===== src/rtl/core/ctcc_pkg.sv =====
// shared types, constants and the byte-wide crc-32 update for the chunk trailer checker
// no dependencies
package ctcc_pkg;

  localparam logic [31:0] CRC_POLY  = 32'hEDB88320;
  localparam logic [31:0] CRC_ONES  = 32'hFFFFFFFF;
  localparam logic [15:0] MIN_LEN   = 16'd10;
  localparam logic [15:0] LEN_RESET = 16'd64;

  localparam logic [1:0] STATUS_OK        = 2'd0;
  localparam logic [1:0] STATUS_CRC_ERR   = 2'd1;
  localparam logic [1:0] STATUS_TOTAL_ERR = 2'd2;

  localparam logic REG_CHUNK_LENGTH = 1'b0;

  typedef struct packed {
    logic [7:0] data_byte;
    logic       new_message;
  } ctcc_in_t;

  typedef struct packed {
    logic [1:0]  status;
    logic [15:0] trailer_index;
    logic [15:0] chunk_total;
  } ctcc_out_t;

  // reflected crc-32, one byte, lsb first
  function automatic logic [31:0] crc_byte(input logic [31:0] acc, input logic [7:0] b);
    logic [31:0] c;
    c = acc ^ {24'd0, b};
    for (int k = 0; k < 8; k++) begin
      if (c[0]) begin
        c = (c >> 1) ^ CRC_POLY;
      end else begin
        c = c >> 1;
      end
    end
    return c;
  endfunction

endpackage


===== src/rtl/core/ctcc_tracker.sv =====
// chunk position, crc accumulator, trailer captures and status decision
// depends on ctcc_pkg
module ctcc_tracker
  import ctcc_pkg::*;
(
  input  logic        clk,
  input  logic        rst_n,
  input  logic        step,
  input  ctcc_in_t    item,
  input  logic [15:0] chunk_len,
  output logic        last,
  output ctcc_out_t   result
);

  logic [31:0] crc_r, crc_nxt;
  logic [15:0] count_r, count_nxt;
  logic [15:0] index_r, index_nxt;
  logic [15:0] total_r, total_nxt;
  logic [31:0] stored_r, stored_nxt;
  logic [15:0] latched_r, latched_nxt;
  logic        known_r, known_nxt;

  logic [15:0] len;
  logic [15:0] remain;
  logic        known_eff;

  assign len    = (chunk_len < MIN_LEN) ? MIN_LEN : chunk_len;
  assign last   = (count_r >= (len - 16'd1));
  assign remain = last ? 16'd0 : (len - 16'd1 - count_r);
  assign known_eff = known_r && !((count_r == 16'd0) && item.new_message);

  always_comb begin
    crc_nxt     = crc_r;
    count_nxt   = count_r;
    index_nxt   = index_r;
    total_nxt   = total_r;
    stored_nxt  = stored_r;
    latched_nxt = latched_r;
    known_nxt   = known_eff;
    result.status        = STATUS_OK;
    result.trailer_index = index_r;
    result.chunk_total   = total_r;

    if (remain >= 16'd4) begin
      crc_nxt = crc_byte(crc_r, item.data_byte);
    end

    case (remain)
      16'd7: index_nxt[7:0]    = item.data_byte;
      16'd6: index_nxt[15:8]   = item.data_byte;
      16'd5: total_nxt[7:0]    = item.data_byte;
      16'd4: total_nxt[15:8]   = item.data_byte;
      16'd3: stored_nxt[7:0]   = item.data_byte;
      16'd2: stored_nxt[15:8]  = item.data_byte;
      16'd1: stored_nxt[23:16] = item.data_byte;
      16'd0: stored_nxt[31:24] = item.data_byte;
      default: ;
    endcase

    if (last) begin
      // crc is not advanced on the last byte, so crc_r is final here
      if (stored_nxt != ~crc_r) begin
        result.status = STATUS_CRC_ERR;
      end else if (!known_eff) begin
        latched_nxt = total_r;
        known_nxt   = 1'b1;
      end else if (total_r != latched_r) begin
        result.status = STATUS_TOTAL_ERR;
      end
      crc_nxt   = CRC_ONES;
      count_nxt = 16'd0;
    end else begin
      count_nxt = count_r + 16'd1;
    end
  end

  always_ff @(posedge clk) begin
    if (!rst_n) begin
      crc_r     <= CRC_ONES;
      count_r   <= 16'd0;
      index_r   <= 16'd0;
      total_r   <= 16'd0;
      stored_r  <= 32'd0;
      latched_r <= 16'd0;
      known_r   <= 1'b0;
    end else if (step) begin
      crc_r     <= crc_nxt;
      count_r   <= count_nxt;
      index_r   <= index_nxt;
      total_r   <= total_nxt;
      stored_r  <= stored_nxt;
      latched_r <= latched_nxt;
      known_r   <= known_nxt;
    end
  end

endmodule


===== src/rtl/core/chunk_trailer_crc_check.sv =====
// top level of the chunk trailer checker: config register, input and result registers
// depends on ctcc_pkg and ctcc_tracker
//
// Takes one chunk byte per cycle and reports one result per chunk, on its last byte:
// status (0 accepted, 1 crc mismatch, 2 total mismatch) plus the index and total
// read from the 8-byte trailer. A byte passes an input register, then a byte-wide
// crc-32 update and trailer capture write the chunk state and, on the last byte,
// the result register, which loads when the last byte leaves the input register.
// Sustained rate is one byte per cycle. The input stalls only when a chunk-ending
// byte sits in the input register while the previous result is still held.
// chunk_length sits at byte address 0; the user must see that it is written only while
// the block is idle, since the block itself does not enforce this.
module chunk_trailer_crc_check
  import ctcc_pkg::*;
(
  input  logic        clk,
  input  logic        rst_n,
  input  logic        in_valid,
  output logic        in_stall,
  input  ctcc_in_t    in_item,
  output logic        out_valid,
  input  logic        out_stall,
  output ctcc_out_t   out_item,
  input  logic        cfg_psel,
  input  logic        cfg_penable,
  input  logic        cfg_pwrite,
  input  logic [2:0]  cfg_paddr,
  input  logic [31:0] cfg_pwdata,
  output logic [31:0] cfg_prdata,
  output logic        cfg_pready
);

  logic [15:0] len_r;
  logic        s1_valid_r;
  ctcc_in_t    s1_item_r;
  logic        out_valid_r;
  ctcc_out_t   out_item_r;

  logic        last;
  ctcc_out_t   result;
  logic        s1_go;
  logic        in_take;
  logic        cfg_hit;

  assign cfg_pready = 1'b1;
  assign cfg_hit    = (cfg_paddr[2] == REG_CHUNK_LENGTH) && (cfg_paddr[1:0] == 2'd0);
  assign cfg_prdata = cfg_hit ? {16'd0, len_r} : 32'd0;

  // a chunk-ending byte needs the result register free
  assign s1_go    = s1_valid_r && !(last && out_valid_r && out_stall);
  assign in_stall = s1_valid_r && !s1_go;
  assign in_take  = in_valid && !in_stall;

  assign out_valid = out_valid_r;
  assign out_item  = out_item_r;

  ctcc_tracker u_tracker (
    .clk       (clk),
    .rst_n     (rst_n),
    .step      (s1_go),
    .item      (s1_item_r),
    .chunk_len (len_r),
    .last      (last),
    .result    (result)
  );

  always_ff @(posedge clk) begin
    if (!rst_n) begin
      len_r       <= LEN_RESET;
      s1_valid_r  <= 1'b0;
      out_valid_r <= 1'b0;
    end else begin
      if (cfg_psel && cfg_penable && cfg_pwrite && cfg_hit) begin
        len_r <= cfg_pwdata[15:0];
      end
      if (in_take) begin
        s1_valid_r <= 1'b1;
      end else if (s1_go) begin
        s1_valid_r <= 1'b0;
      end
      if (s1_go && last) begin
        out_valid_r <= 1'b1;
      end else if (!out_stall) begin
        out_valid_r <= 1'b0;
      end
    end
  end

  always_ff @(posedge clk) begin
    if (in_take) begin
      s1_item_r <= in_item;
    end
    if (s1_go && last) begin
      out_item_r <= result;
    end
  end

endmodule


===== config.mk =====
export PLATFORM = sky130hd
export DESIGN_NAME = chunk_trailer_crc_check
export DESIGN_NICKNAME = d
export VERILOG_FILES = /design/src/rtl/core/ctcc_pkg.sv /design/src/rtl/core/ctcc_tracker.sv /design/src/rtl/core/chunk_trailer_crc_check.sv
export SDC_FILE = /design/constraint.sdc
export NUM_CORES = 1
export LEC_CHECK = 0
export BUFFER_PORTS_ARGS = -buffer_cell sky130_fd_sc_hd__buf_2
export CAP_MARGIN = 20
export CORE_MARGIN = 2
export CORE_UTILIZATION = 27
export DETAILED_ROUTE_END_ITERATION = 7
export SETUP_SLACK_MARGIN = 0.2
export SLEW_MARGIN = 0
export SYNTH_ARGS = -nofsm -noshare
export SYNTH_HDL_FRONTEND = slang
export SYNTH_SLANG_ARGS = --single-unit

===== constraint.sdc =====
create_clock -name clk -period 8.5 [get_ports clk]
set_input_delay 0.85 -clock clk [delete_from_list [all_inputs] [get_ports clk]]
set_output_delay 0.85 -clock clk [all_outputs]
set_load 0.01 [all_outputs]

==> flow_metrics.tcl <==
set metrics [dict create \
    post_cts_buffers 0 \
    max_stage_delay_ps 550 \
    stdcell_count 1817 \
    grt_pass1_vias 8157 \
    hpwl_um 20260 \
    dpl.cell_count 1783 \
    maxSlewHeadroom_pct 34.96 \
    cts_inserted_buffers 17 \
    final_antenna_net_count 0 \
    rows 73 \
    ys_top_cells_by_count "185 x nand2_1, 147 x dfxtp_1, 81 x xnor2_1" \
    setup_viol_count_final 0 \
    synth-main-ff-cell "dfxtp_1" \
    synth_area_um2 10870 \
    routedWlPerCell_um 15.30 \
    syn_to_final_growth_pct 13.76 \
    cp-start-kind "flip-flop" \
    path_class "reg -> reg" \
    finClkSkew_ps 12.50 \
    drcViolationCount 0 \
    antennaDiodeCount 0 \
    cellPowerDensity_nw_per_um2 201.4 \
    hp-class "reg -> reg" \
    met2_length_um 12490 \
    async_flop_share_pct 0 \
    yosysWarnings 0 \
    hold_viol 0 \
    vias 8665 \
    coreArea_um2 39730 \
    power_uw 2491 \
    cts-root-buf "clkbuf_16" \
    fp.dieW_um 204.7 \
    tightest_slew_ps 969.1 \
    cts.sinks 190 \
    synth_edf_count 43 \
    clk_latency_ps 440 \
    grt-ovfl-total 0 \
    antenna_found_initial 1 \
    grt_pass1_wl_um 44120 \
    cts-htree-levels 4 \
    layout.nets 1350 \
    outcome "finished, final reports clean" \
    dieArea_um2 41900 \
    fp.dieH_um 204.7 \
    critical_path.top_delay_family "simple AND/OR/NAND/NOR gates" \
    start_util_pct 27.37 \
    fin_crit_sh_pct 90.99 \
    grt_max_degree 86 \
    crit_path_max_fanout 20 \
    irDropWorstVdd_v 0.0001343 \
    layout-drive-gt1-share_pct 11.84 \
    initialDrtViolationCount 627 \
    io-pin-count 120 \
    fin_setup_tns_ps 0 \
    gp_congestion 0.8654 \
    yosysTopAreaCellShare_pct 27.06 \
    first_pass_iters 5 \
    port_buffers 86 \
    max-cap-violations 0 \
    dpl-instance-area_um2 11670 \
    vias_per_cell 4.769 \
    synth_area_leaders "dfxtp_1 27%, edfxtp_1 12%, xnor2_1 6.5%" \
    cts_tree "built" \
    yosysMostFrequentCell "nand2_1" \
    slew_violations 0 \
    cpMaxStageDelayCell "nor4_1" \
    ys_seq_area_share_pct 38.94 \
    leakage_uw 0.004782 \
    grt_setup_unrepaired "false" \
    critPathBufInv 1 \
    clock_path_buffers 2 \
    critPathCaptureType "flip-flop" \
    path_common_cell "nor4_1" \
    clk_pin_slew_ps 80 \
    crit_arrival_ps 7900 \
    crit_required_ps 8670 \
    ctsResizeCount 0 \
    hold_ws_ps 442.6 \
    ys_ff_latch 190 \
    dr_wl_met3_um 1414 \
    timing.fmax_mhz 129.3 \
    yosys.area.top_type "dfxtp_1" \
    synth_cells 1232 \
    top_layer "met4" \
    finish.instance_area_um2 12370 \
    period_needed_ps 7734 \
    m1WireLength_um 13080 \
    synth_cell_types 79 \
    synth.avg_cell_area_um2 8.826 \
    hold_buffers 0 \
    finalWirelength_um 27810 \
    grt_usage_pct 13.40 \
]
[cell families after synthesis]
logic type                 share of synthesized area [%]
muxes                                              5.811
other                                            0.06906
adders and majority gates                          2.370
xor gates and xnor gates                           11.84
DFF                                                38.94
buffers and inverters                              4.959
and+or+nand+nor                                    23.60
AOI/OAI and AO/OA                                  12.42
[sequential cells by signal, summed over array words and instances, names as in the netlist, 9 cells and up]
| name | flops |
|---|---|
| u_tracker.stored_r | 32 |
| out_item | 34 |
| u_tracker.index_r | 16 |
| u_tracker.total_r | 16 |
| u_tracker.latched_r | 16 |
| s1_item_r | 9 |
| u_tracker.crc_r | 32 |
| len_r | 16 |
| u_tracker.count_r | 16 |
[placed cells by master, fill, tap and decap left out, drive strengths merged, types with 19 or more instances in the layout]
master and count:
a21boi 46, a21oi 30, and2 24, buf 98
dfxtp 147, edfxtp 43, ha 19, inv 36
mux2i 62, nand2 185, nand3 67, nor2 54
nor2b 48, nor3 29, nor4 20, o21ai 53
xnor2 81, xor2 66
[per-stage QoR]
step / worst slack [ps] / utilization [%]
after global routing: 255.4 / 31.14
after global placement: 1046 / 29.38
after CTS: 914.5 / 31.02
after floorplan: 2299 / -
final: 766.0 / 31.14
after detailed placement: 934.6 / 29.38
[path summary, 6_finish.rpt]
| kind | from | endpoint | slack (ps) | cells after the start |
|---|---|---|---|---|
| min | u_tracker.index_r[10]$_SDFFE_PN0P_ | out_item[26]$_DFFE_PP_ | 440 | 0 |
| max reg2reg | len_r[7]$_SDFFE_PN0P_ | out_item[33]$_SDFFCE_PP0P_ | 770 | 25 |
| min reg2reg | u_tracker.index_r[10]$_SDFFE_PN0P_ | out_item[26]$_DFFE_PP_ | 440 | 0 |
| max | len_r[7]$_SDFFE_PN0P_ | out_item[33]$_SDFFCE_PP0P_ | 770 | 25 |
[routing by layer]
layer  up-vias  GRT usage [%]
li1       4320              -
met1      4064          17.77
met5         -              0
met4         0          5.280
met2       237          21.24
met3        44          2.768
[power by group]
part / switching [µW] / internal, µW
logic: 359 / 265
registers: 56.8 / 959
clock network: 414 / 438
[worst reg2reg max path: stages, from the launching register on]
cell and delay, ps:
dfxtp_1 380, nor4_1 550, nand3_1 290, nand2_1 170
ha_1 190, nand4bb_1 160, nor3_1 290, nand2b_1 130
nor4_1 330, nand2b_1 130, nor4_1 250, xor2_1 210
ha_1 320, a21oi_1 190, a21boi_1 410, o22ai_1 140
a311o_1 290, nor4b_2 460, and4_1 500, buf_4 300
a21boi_0 150, o21a_1 220, nor4_2 460, nand2_1 90
or3_1 320, nor4_1 540
[cell type report]
class                   instances  area (µm²)
clock inverters                15       225.2
clock buffers                  17       425.4
inverters                      29       108.9
well taps                     525       656.9
repair buffers                 98       555.5
flip-flops and latches        190        4234
multi-input cells             943        6165
fillers                      4116       27360
Note: power is estimated with default switching activity, not from simulation.
